==> config.mk <==
export PLATFORM = sky130hd
export DESIGN_NAME = square_triangle_sweep_tone_generator_top
export DESIGN_NICKNAME = d
export VERILOG_FILES = /design/src/rtl/sttg_pkg.sv /design/src/rtl/sttg_scale.sv /design/src/rtl/square_triangle_sweep_tone_generator_top.sv
export SDC_FILE = /design/constraint.sdc
export NUM_CORES = 2
export LEC_CHECK = 0
export BUFFER_PORTS_ARGS = -buffer_cell sky130_fd_sc_hd__buf_2
export CORE_MARGIN = 8
export CORE_UTILIZATION = 59
export DETAILED_ROUTE_END_ITERATION = 12
export PLACE_DENSITY_LB_ADDON = 0.12
export SYNTH_ARGS = -nofsm -noshare
export SYNTH_HDL_FRONTEND = slang
export SYNTH_SLANG_ARGS = --single-unit
==> constraint.sdc <==
create_clock -name clock -period 18.3 [get_ports clock]
set_input_delay 0.915 -clock clock [delete_from_list [all_inputs] [get_ports clock]]
set_output_delay 0.915 -clock clock [all_outputs]
set_load 0.05 [all_outputs]
==> src/rtl/sttg_pkg.sv <==
// Shared types and constants of the square, triangle and sweep tone generator.
package sttg_pkg;

   localparam int CSR_INDEX_BITS = 3;
   localparam int CSR_DATA_BITS  = 32;

   localparam logic [CSR_INDEX_BITS-1:0] REG_WAVE_MODE    = 3'd0;
   localparam logic [CSR_INDEX_BITS-1:0] REG_PHASE_STEP   = 3'd1;
   localparam logic [CSR_INDEX_BITS-1:0] REG_STEP_CHANGE  = 3'd2;
   localparam logic [CSR_INDEX_BITS-1:0] REG_SAMPLE_COUNT = 3'd3;
   localparam logic [CSR_INDEX_BITS-1:0] REG_VOLUME       = 3'd4;

   typedef enum logic [1:0] {
      MODE_SQUARE   = 2'd0,
      MODE_TRIANGLE = 2'd1,
      MODE_SWEEP    = 2'd2
   } wave_mode_type;

   localparam int MODE_BITS        = 2;
   localparam int STEP_BITS        = 23;
   localparam int CHANGE_BITS      = 17;
   localparam int SAMPLE_CNT_BITS  = 20;
   localparam int VOLUME_BITS      = 16;

   // Wave values are Q2.22; the signed working width covers -1 .. +3.
   localparam int                    WAVE_BITS  = 25;
   localparam int                    FRAC_BITS  = 24;
   localparam logic signed [WAVE_BITS-1:0] WAVE_ONE   = 25'sd4194304;
   localparam logic signed [WAVE_BITS-1:0] WAVE_THREE = 25'sd12582912;
   localparam int                    MAG_BITS   = 23;

   localparam int PROD_BITS        = MAG_BITS + VOLUME_BITS;
   localparam int FULL_SCALE_SHIFT = 15;
   localparam int SCALED_BITS      = PROD_BITS + FULL_SCALE_SHIFT;
   localparam int SAMPLE_BITS      = 16;

   typedef struct packed {
      logic [MAG_BITS-1:0] mag;
      logic                neg;
      logic                last;
      logic                active;
   } wave_item_type;

   typedef struct packed {
      logic signed [SAMPLE_BITS-1:0] sample;
      logic                          last;
      logic                          active;
   } result_type;

endpackage

==> src/rtl/sttg_scale.sv <==
// Two-stage volume scaler: magnitude times volume, then times 32767 and back to PCM.
module sttg_scale (
   input  logic                                  clock,
   input  logic                                  reset,
   input  logic                                  in_valid,
   output logic                                  in_ready,
   input  sttg_pkg::wave_item_type               in_item,
   input  logic [sttg_pkg::VOLUME_BITS-1:0]      volume,
   output logic                                  out_valid,
   input  logic                                  out_ready,
   output sttg_pkg::result_type                  out_item
);
   import sttg_pkg::*;

   logic                   prod_valid_ff;
   logic [PROD_BITS-1:0]   prod_ff;
   logic                   prod_neg_ff;
   logic                   prod_last_ff;
   logic                   prod_active_ff;
   logic                   prod_en;

   logic                   out_valid_ff;
   result_type             out_ff;
   result_type             out_in;
   logic                   out_en;

   logic [SCALED_BITS-1:0] scaled;
   logic [SAMPLE_BITS-1:0] mag_out;

   assign out_en   = !out_valid_ff || out_ready;
   assign prod_en  = !prod_valid_ff || out_en;
   assign in_ready = prod_en;

   always_ff @(posedge clock) begin
      if (reset) begin
         prod_valid_ff <= 1'b0;
      end else if (prod_en) begin
         prod_valid_ff <= in_valid;
      end
      if (prod_en && in_valid) begin
         prod_ff        <= PROD_BITS'(in_item.mag) * PROD_BITS'(volume);
         prod_neg_ff    <= in_item.neg;
         prod_last_ff   <= in_item.last;
         prod_active_ff <= in_item.active;
      end
   end

   // Times 32767 is a shift and a subtract; the 2^38 divide keeps the top bits.
   always_comb begin
      scaled  = {prod_ff, {FULL_SCALE_SHIFT{1'b0}}} - SCALED_BITS'(prod_ff);
      mag_out = scaled[SCALED_BITS-1 -: SAMPLE_BITS];
      out_in.sample = prod_neg_ff ? $signed(-mag_out) : $signed(mag_out);
      out_in.last   = prod_last_ff;
      out_in.active = prod_active_ff;
   end

   always_ff @(posedge clock) begin
      if (reset) begin
         out_valid_ff <= 1'b0;
      end else if (out_en) begin
         out_valid_ff <= prod_valid_ff;
      end
      if (out_en && prod_valid_ff) begin
         out_ff <= out_in;
      end
   end

   assign out_valid = out_valid_ff;
   assign out_item  = out_ff;

endmodule

==> src/rtl/square_triangle_sweep_tone_generator_top.sv <==
// Top level of the square, triangle and sweep tone generator.
//
// Every transaction on the req_ channel is one audio tick and yields exactly one
// transaction on the rsp_ channel: a signed 16-bit sample, a flag for the final
// sample of the sound and a flag that the sound is still running. req_restart
// clears the phase and the sample index and reloads the phase increment from
// phase_step before that tick's sample is formed. Once sample_count samples
// have been produced the block returns zero samples until the next restart.
// Registers are written through the csr_ channel, which is always ready; write
// them only while no tick is in flight.
// The result passes three register stages: the wave register, the product register
// and the output register. One tick is accepted in every cycle while the receiver
// takes its results: the phase update is a single add in the first stage, followed
// by one multiplier stage and one shift-subtract stage.
// Each stage holds its item until the next one frees, so a stalled receiver
// fills the three stages before req_ready falls; nothing is dropped.
// Synchronous reset clears all registers, the phase state and the pipeline.
module square_triangle_sweep_tone_generator_top #(
   parameter int PHASE_BITS = 24,
   parameter int COUNT_BITS = 20
) (
   input  logic                                   clock,
   input  logic                                   reset,
   input  logic                                   req_valid,
   output logic                                   req_ready,
   input  logic                                   req_restart,
   output logic                                   rsp_valid,
   input  logic                                   rsp_ready,
   output logic signed [sttg_pkg::SAMPLE_BITS-1:0] rsp_sample,
   output logic                                   rsp_last,
   output logic                                   rsp_active,
   input  logic                                   csr_valid,
   output logic                                   csr_ready,
   input  logic [sttg_pkg::CSR_INDEX_BITS-1:0]    csr_index,
   input  logic [sttg_pkg::CSR_DATA_BITS-1:0]     csr_wdata
);
   import sttg_pkg::*;

   logic [MODE_BITS-1:0]          wave_mode_ff;
   logic [STEP_BITS-1:0]          phase_step_ff;
   logic [CHANGE_BITS-1:0]        step_change_ff;
   logic [SAMPLE_CNT_BITS-1:0]    sample_count_ff;
   logic [VOLUME_BITS-1:0]        volume_ff;

   logic [PHASE_BITS-1:0]         acc_ff;
   logic [PHASE_BITS-1:0]         inc_ff;
   logic [COUNT_BITS-1:0]         idx_ff;
   logic [PHASE_BITS-1:0]         acc_in;
   logic [PHASE_BITS-1:0]         inc_in;
   logic [COUNT_BITS-1:0]         idx_in;

   logic                          wave_valid_ff;
   wave_item_type                 wave_ff;
   wave_item_type                 wave_in;
   logic                          wave_en;
   logic                          scale_ready;
   logic                          req_fire;
   result_type                    result;

   logic [PHASE_BITS+31:0]        step_wide;
   logic [PHASE_BITS+31:0]        change_wide;
   logic [COUNT_BITS+19:0]        count_wide;
   logic [PHASE_BITS-1:0]         step_ext;
   logic [PHASE_BITS-1:0]         change_ext;
   logic [COUNT_BITS-1:0]         count_c;

   logic [PHASE_BITS-1:0]         acc_cur;
   logic [PHASE_BITS-1:0]         inc_cur;
   logic [COUNT_BITS-1:0]         idx_cur;
   logic                          active_c;
   wave_mode_type                 mode_c;
   logic [PHASE_BITS+FRAC_BITS-1:0] phase_wide;
   logic [FRAC_BITS-1:0]          quad;
   logic signed [WAVE_BITS-1:0]   tri_val;
   logic signed [WAVE_BITS-1:0]   tri_abs;

   assign csr_ready = 1'b1;

   always_ff @(posedge clock) begin
      if (reset) begin
         wave_mode_ff    <= '0;
         phase_step_ff   <= '0;
         step_change_ff  <= '0;
         sample_count_ff <= '0;
         volume_ff       <= '0;
      end else if (csr_valid) begin
         case (csr_index)
            REG_WAVE_MODE:    wave_mode_ff    <= csr_wdata[MODE_BITS-1:0];
            REG_PHASE_STEP:   phase_step_ff   <= csr_wdata[STEP_BITS-1:0];
            REG_STEP_CHANGE:  step_change_ff  <= csr_wdata[CHANGE_BITS-1:0];
            REG_SAMPLE_COUNT: sample_count_ff <= csr_wdata[SAMPLE_CNT_BITS-1:0];
            REG_VOLUME:       volume_ff       <= csr_wdata[VOLUME_BITS-1:0];
            default: begin
            end
         endcase
      end
   end

   // Fit the fixed-width registers to the phase and count widths.
   always_comb begin
      step_wide   = {{(PHASE_BITS+9){1'b0}}, phase_step_ff};
      change_wide = {{(PHASE_BITS+15){step_change_ff[CHANGE_BITS-1]}}, step_change_ff};
      count_wide  = {{COUNT_BITS{1'b0}}, sample_count_ff};
      step_ext    = step_wide[PHASE_BITS-1:0];
      change_ext  = change_wide[PHASE_BITS-1:0];
      count_c     = count_wide[COUNT_BITS-1:0];
   end

   assign wave_en   = !wave_valid_ff || scale_ready;
   assign req_ready = wave_en;
   assign req_fire  = req_valid && req_ready;

   always_comb begin
      acc_cur  = req_restart ? '0 : acc_ff;
      inc_cur  = req_restart ? step_ext : inc_ff;
      idx_cur  = req_restart ? '0 : idx_ff;
      active_c = idx_cur < count_c;

      case (wave_mode_ff)
         MODE_TRIANGLE: mode_c = MODE_TRIANGLE;
         MODE_SWEEP:    mode_c = MODE_SWEEP;
         default:       mode_c = MODE_SQUARE;
      endcase

      // 4p as Q2.22: the top 24 bits of the phase padded with zeros.
      phase_wide = {acc_cur, {FRAC_BITS{1'b0}}};
      quad       = phase_wide[PHASE_BITS+FRAC_BITS-1 -: FRAC_BITS];
      if (!acc_cur[PHASE_BITS-1]) begin
         tri_val = $signed({1'b0, quad}) - WAVE_ONE;
      end else begin
         tri_val = WAVE_THREE - $signed({1'b0, quad});
      end
      tri_abs = tri_val[WAVE_BITS-1] ? -tri_val : tri_val;

      if (mode_c == MODE_TRIANGLE) begin
         wave_in.mag = tri_abs[MAG_BITS-1:0];
         wave_in.neg = tri_val[WAVE_BITS-1];
      end else begin
         wave_in.mag = WAVE_ONE[MAG_BITS-1:0];
         wave_in.neg = acc_cur[PHASE_BITS-1];
      end
      if (!active_c) begin
         wave_in.mag = '0;
      end
      wave_in.active = active_c;
      wave_in.last   = active_c && (idx_cur == count_c - 1'b1);

      acc_in = acc_cur;
      inc_in = inc_cur;
      idx_in = idx_cur;
      if (active_c) begin
         acc_in = acc_cur + inc_cur;
         idx_in = idx_cur + 1'b1;
         if (mode_c == MODE_SWEEP) begin
            inc_in = inc_cur + change_ext;
         end
      end
   end

   always_ff @(posedge clock) begin
      if (reset) begin
         acc_ff        <= '0;
         inc_ff        <= '0;
         idx_ff        <= '0;
         wave_valid_ff <= 1'b0;
      end else begin
         if (req_fire) begin
            acc_ff <= acc_in;
            inc_ff <= inc_in;
            idx_ff <= idx_in;
         end
         if (wave_en) begin
            wave_valid_ff <= req_valid;
         end
      end
      if (req_fire) begin
         wave_ff <= wave_in;
      end
   end

   sttg_scale u_scale (
      .clock     (clock),
      .reset     (reset),
      .in_valid  (wave_valid_ff),
      .in_ready  (scale_ready),
      .in_item   (wave_ff),
      .volume    (volume_ff),
      .out_valid (rsp_valid),
      .out_ready (rsp_ready),
      .out_item  (result)
   );

   assign rsp_sample = result.sample;
   assign rsp_last   = result.last;
   assign rsp_active = result.active;

   // A finished sound gives silence and never flags a final sample.
   assert property (@(posedge clock) disable iff (reset)
      rsp_valid && !rsp_active |-> rsp_sample == '0 && !rsp_last)
      else $error("inactive result carries a nonzero sample or last flag");

   // The scaled magnitude never reaches full scale, so the most negative code is unused.
   assert property (@(posedge clock) disable iff (reset)
      rsp_valid |-> rsp_sample != {1'b1, {(SAMPLE_BITS-1){1'b0}}})
      else $error("sample magnitude out of range");

   // A tick past the end of the sound leaves the phase where it was.
   assert property (@(posedge clock) disable iff (reset)
      req_fire && !req_restart && !active_c |=> $stable(acc_ff) && $stable(idx_ff))
      else $error("phase state moved on an inactive tick");

   // The final-sample flag only appears together with an active sample.
   assert property (@(posedge clock) disable iff (reset)
      wave_valid_ff && wave_ff.last |-> wave_ff.active)
      else $error("last flag without an active sample");

endmodule
* Word level (Yosys, flattened, before mapping) *
Index checks and enable logic that the tools add are counted.
Widths: inputs -> output; s select.

operators by class
  $add $sub $neg = 9
  mux-type cells = 12
  $lt $le $gt $ge = 1
  reductions and logical operators = 17
  multiply operators = 1
  eq/ne operators = 9

operators with widths
  kind                    count
  $mux 24                 6
  $sub 54x39->54          1
  $add 24x24->24          2
  $mux 20                 2
  $mul 23x16->39          1
  $mux 25                 1
  $sub 24x23->25 const B  1
  $sub 24x24->25 const A  1
  $mux 23                 1
  $neg 23->23             1
  $add 20x1->20 const B   1
  $eq 20x20->1            1
  $lt 20x20->1            1
  $sub 20x1->20 const B   1
  $mux 16                 1
  $neg 16->16             1
  $reduce_and 2->1        6
  $eq 3x2->1 const B      2
  $eq 2x1->1 const B      2
  $eq 2x2->1 const B      2
  $logic_and 1x1->1       4
  $pmux 2 s2              1
  $eq 3x1->1 const B      1
  $eq 3x3->1 const B      1
  3 further kinds         7

word-level totals
  word-level logic and storage cells = 72
  output and inout port bits = 21
  register bits after elaboration = 235
  input bits = 41

* Logic depth before layout (Yosys ltp) *
  depth in word-level cells = 6
  depth in mapped cells = 25
  depth with buffers taken out = 24

* By module *
From an unflattened synthesis, not the netlist that was laid out.

second synthesis, totals
  cells, all modules = 3178
  area, all modules = 27067.2 um^2

modules (own cells, without submodules)
  module                                    area each (um^2)  cells each  instances  seq. area each (um^2)
  sttg_scale                                15337.2           1679        1          1841.8
  square_triangle_sweep_tone_generator_top  11730.0           1499        1          3723.6

* Worst setup path after synthesis *
No wires, ideal clock.

  path type = flip-flop to flip-flop
  start = register wave_ff[10] (netlist bit)
  end = register u_scale.prod_ff[37], data pin
  cell stages (with the launch flop) = 25
  data required time = 18.042 ns
  path buffers = 1
  slack = 11.530 ns
  period minus slack after synthesis = 6.770 ns
  library setup time = 0.258 ns
  arrival time = 6.513 ns
  cell sequence = edfxtp_1 -> clkbuf_1 -> nand2_1 -> fa_1 -> inv_1 -> fa_1 -> inv_1 -> fa_1 -> inv_1 -> fa_1 -> fa_1 -> inv_1 -> fa_1 -> inv_1 -> ha_1 -> and3_1 -> nand2_1 -> a2111oi_0 -> nor4bb_1 -> o41ai_1 -> a2111oi_0 -> nor3_1 -> a21o_1 -> a21oi_1 -> xnor2_1

on the way
  word-level cells in the longest chain between the ends = 1

ends and longest elaborated chain
  item                    line                                             source
  from (decl)             square_triangle_sweep_tone_generator_top.sv:53   wave_item_type wave_ff;
  from (signal assigned)  square_triangle_sweep_tone_generator_top.sv:177  wave_ff <= wave_in;
  $mul 23x16->39          sttg_scale.sv:41                                 prod_ff <= PROD_BITS'(in_item.mag) * PROD_BITS'(volume);
  to (signal assigned)    sttg_scale.sv:41
  to (decl)               sttg_scale.sv:16                                 logic [PROD_BITS-1:0] prod_ff;

Every way passes these cells.
A chain may end at the register's enable or synchronous reset.

* Worst setup path after layout *
  start = register volume_ff[3]
  end = register u_scale.prod_ff[37], data pin

on the way
  word-level cells in the longest chain between the ends = 1

ends and longest elaborated chain
  item                    line                                            source
  from (decl)             square_triangle_sweep_tone_generator_top.sv:43  logic [VOLUME_BITS-1:0] volume_ff;
  from (signal assigned)  square_triangle_sweep_tone_generator_top.sv:92  REG_VOLUME: volume_ff <= csr_wdata[VOLUME_BITS-1:0];
  $mul 23x16->39          sttg_scale.sv:41

Every way passes these cells.

==> flow_summary.toml <==
[drt]
wire_per_inst_um = 18.50
dr.max_layer_used = "met4"
drt-vias-per-instance = 5.801
drcViolationCount = 0
dr.pass1.iters = 5
drt_iter0_markers = 1241
via_count = 21640
finalWirelength_um = 69020
dr_wl_met3_um = 3898
wl_met1_um = 27510
antenna_left = 0
wl_met2_um = 34360

[logic_synthesis]
synth_seq_cells = 235
synth_ff_type = "dfxtp_1"
ys_warn_count = 0
syn_area_mm2 = 0.02661
async_flop_share_pct = 0
seq_area_frac_synth_pct = 20.91
syn_nets = 3676
syn_avg_cell_area_um2 = 8.489
synth-edff-count = 86
netlist_instances = 3135
ys_types = 88

[placed_design]
dp_hpwl_um = 52650
place_congestion = 0.8961
dpl_cell_area_mm2 = 0.02730
dp_slack_ns = 10.20
portBuffers = 51

[finish]
final_util_pct = 62.76
num-nets-final = 3650
antenna_cells = 0
areaGrowthSynthToFinish_pct = 6.108
drive_gt1_share_pct = 5.685
fin_area_mm2 = 0.02824
fillers = 3904

[die]
die_width_um = 228.4
start_util_pct = 59.15
core-area_mm2 = 0.04499
fp.dieH_um = 228.4
io_pins = 62
die_area_mm2 = 0.05216
fp-row-count = 78

[clock_tree]
worstSkewPairLatency_ns = 0.58
clockBufferDepth = 3
cts_setup_buffers = 0
ctsHoldBuffers = 0
clock_sinks = 235
cts.clk_slew.worst_paths_ns = 0.06
post_cts_resized = 0
h-tree-depth = 1
numCtsBuffers = 29
cts_tree = "built"
root_buffer = "clkbuf_16"

[worst_setup_path]
crit_required_ns = 18.63
timing.rr.start = "volume_ff[3]"
critical_path_buf_inv_count = 5
cp_max_fo = 24
worst_path_max_delay_cell = "dfxtp_1"
path_depth = 23
r2r_end = "u_scale.prod_ff[37]"
crit_top_cell = "fa_1"
rr_worst_depth = 23
max_stage_delay_ns = 1.02
crit_chain = "nand2_1 > fa_1 > inv_1 > fa_1 > inv_1 > fa_1 > inv_1 > fa_1 > fa_1 > inv_1 > fa_1 > inv_1 > ha_1 > and3_1 > nand2_1 > a2111oi_0 > nor4bb_1 > o41ai_1 > a2111oi_0 > nor3_1 > a21o_1 > a21oi_1 > xnor2_1"
path_class = "register to register"
r2r_slack_ns = 10.25
worstSetupStartpointType = "register"
crit_family = "adder cells"
arrival_ns = 8.38
cp-endpoint = "u_scale.prod_ff[37]"
crit_path_start = "volume_ff[3]"
crit_path_end_kind = "register"

[job]
cap_violations = 0

[pwr]
internal_power_uw = 972.7
netSwitchingFraction_pct = 30.58
irDropWorstVdd_mv = 0.07225
p_leak_uw = 0.01286
pwr-share-comb_pct = 17.5
p_clk_share_pct = 40.2
p_sw_uw = 428.4
p_per_area_mw_per_mm2 = 49.62
seqPwrFrac_pct = 42.2

[sta]
setup_viol = 0
worst_pin_slew_ns = 1.227
setup-tns-final_ns = 0
fin_crit_sh_pct = 44.01
slew_violations = 0
finalWorstSetupSlack_ns = 10.25
min_period_ns = 8.054
holdWs_ns = 0.4285
rsz0062_at_grt = "no"
clock.fmax_mhz = 124.2
finalHoldViolations = 0
slew_headroom_pct = 18.18
clock-skew-final_ns = 0.01205

[global_routing]
grt_pass1_wl_um = 113200
grt.overflow.total = 0
grt_use_total_pct = 26.21
grt_antenna_before_repair = 0
grt_max_degree = 91
grt_pass1_vias = 22520

[run_status]
outcome = "complete, no violations"

[worst_hold_path]
hp-class = "register to register"
==> power by group through the flow <==
stage          registers (uW)  logic [uW]  clock network (uW)
6_report                  592         246                 564
5_1_grt                   593         276                 595
4_1_cts                   591         247                 577
3_5_place_dp              602         245                   0
3_3_place_gp              601         241                   0
2_1_floorplan             588         183                   0
==> synthesized netlist by cell type, drive strengths merged (5+ instances only) <==
cell | instances | area, um^2
xor2 | 46 | 402.9
a311oi | 14 | 122.6
nand2b | 14 | 87.58
a22oi | 18 | 135.1
nor4 | 15 | 93.84
o21bai | 5 | 37.54
edfxtp | 86 | 2582
a21o | 59 | 442.9
o221ai | 6 | 58.80
o21ai | 79 | 395.4
a211oi | 15 | 112.6
nand4 | 23 | 143.9
nor3 | 45 | 241.5
nand3 | 44 | 220.2
xnor2 | 113 | 997.2
o2111ai | 5 | 43.79
or4 | 8 | 63.81
or2 | 14 | 90.09
mux2 | 29 | 326.6
o211ai | 16 | 120.1
o41ai | 6 | 52.55
nor2 | 178 | 668.1
dfxtp | 149 | 2983
ha | 206 | 2577
fa | 294 | 5886
nor3b | 5 | 37.54
nor2b | 57 | 356.6
a21oi | 196 | 980.9
a22o | 5 | 43.79
mux2i | 8 | 80.08
clkbuf | 125 | 469.2
and3 | 17 | 106.4
inv | 427 | 1603
a31oi | 19 | 118.9
and2 | 161 | 1007
and4 | 6 | 52.55
nand2 | 504 | 1892
o31ai | 17 | 141.4
o21a | 19 | 142.6
or3 | 17 | 111.4
a2111oi | 9 | 97.60
==> logic make-up (layout without fill, tap and decap cells) <==
kind of cell / after synthesis / in the layout / synth area share [%]
buffers and inverters: 557 / 553 / 7.871
AND/OR/NAND/NOR: 1119 / 1119 / 19.83
XOR/XNOR: 159 / 159 / 5.261
multiplexers: 37 / 37 / 1.528
adder cells (fa/ha/maj): 500 / 500 / 31.80
AO/OA/AOI/OAI: 527 / 527 / 12.78
flip-flops: 235 / 235 / 20.91
other: 1 / 1 / 0.01409
==> flip-flops by register name, indices dropped and copies added (netlist names), 2 cells and up <==
name	count
acc_ff	24
count_c	20
idx_ff	20
inc_ff	24
phase_step_ff	23
step_change_ff	17
u_scale.out_item	18
u_scale.prod_ff	39
volume_ff	16
wave_ff	26
wave_mode_ff	2
==> stage by stage <==
stage          cells  total power, uW
6_report        3731             1401
3_5_place_dp    3678            847.1
4_1_cts         3731             1414
5_1_grt         3731             1464
3_3_place_gp    3678            842.6
2_1_floorplan   3135            771.6
==> routing by layer <==
metal	global-route usage, %	up-vias
met5	0	-
met4	11.97	0
met3	2.904	198
met2	46.27	697
met1	31.92	10520
li1	-	10230
==> worst min path at each step <==
stage                            from  cells after the start  slack (ns)                     end
4_1_cts                    wave_ff[0]                      0        0.44  u_scale.prod_active_ff
6_report                   wave_ff[0]                      0        0.43  u_scale.prod_active_ff
3_5_place_dp     u_scale.prod_last_ff                      0        0.42     u_scale.out_item[1]
2_1_floorplan  u_scale.prod_active_ff                      0        0.40     u_scale.out_item[0]
5_1_grt          u_scale.prod_last_ff                      0        0.44     u_scale.out_item[1]
3_3_place_gp     u_scale.prod_last_ff                      0        0.41     u_scale.out_item[1]
==> cell type report <==
cell class | count | area (um^2) | area share [%]
inverter | 428 | 1607 | 5.689
clock buffer | 36 | 782.0 | 2.769
tap | 600 | 750.7 | 2.659
sequential | 235 | 5565 | 19.71
multi-input combinational | 2343 | 18960 | 67.16
timing repair buffer | 72 | 417.9 | 1.480
clock inverter | 17 | 151.4 | 0.5362
==> placed cells by master, fill, tap and decap left out, types with 7 or more instances in the layout <==
cell and n:
a2111oi_0 8, a211oi_1 15, a21o_1 59, a21oi_1 196, a22oi_1 18, a311oi_1 14, a31oi_1 19, and2_1 161
and3_1 17, buf_2 49, buf_4 23, clkbuf_16 29, dfxtp_1 149, edfxtp_1 86, fa_1 294, ha_1 206
inv_1 426, mux2_2 27, mux2i_1 8, nand2_1 504, nand2b_1 14, nand3_1 44, nand4_1 23, nor2_1 178
nor2b_1 57, nor3_1 43, nor4_1 15, o211ai_1 16, o21a_1 19, o21ai_0 73, o31ai_1 16, or2_2 12
or3_1 16, or4_1 7, xnor2_1 112, xor2_1 46
No activity file was read; power rests on OpenSTA's default activity.
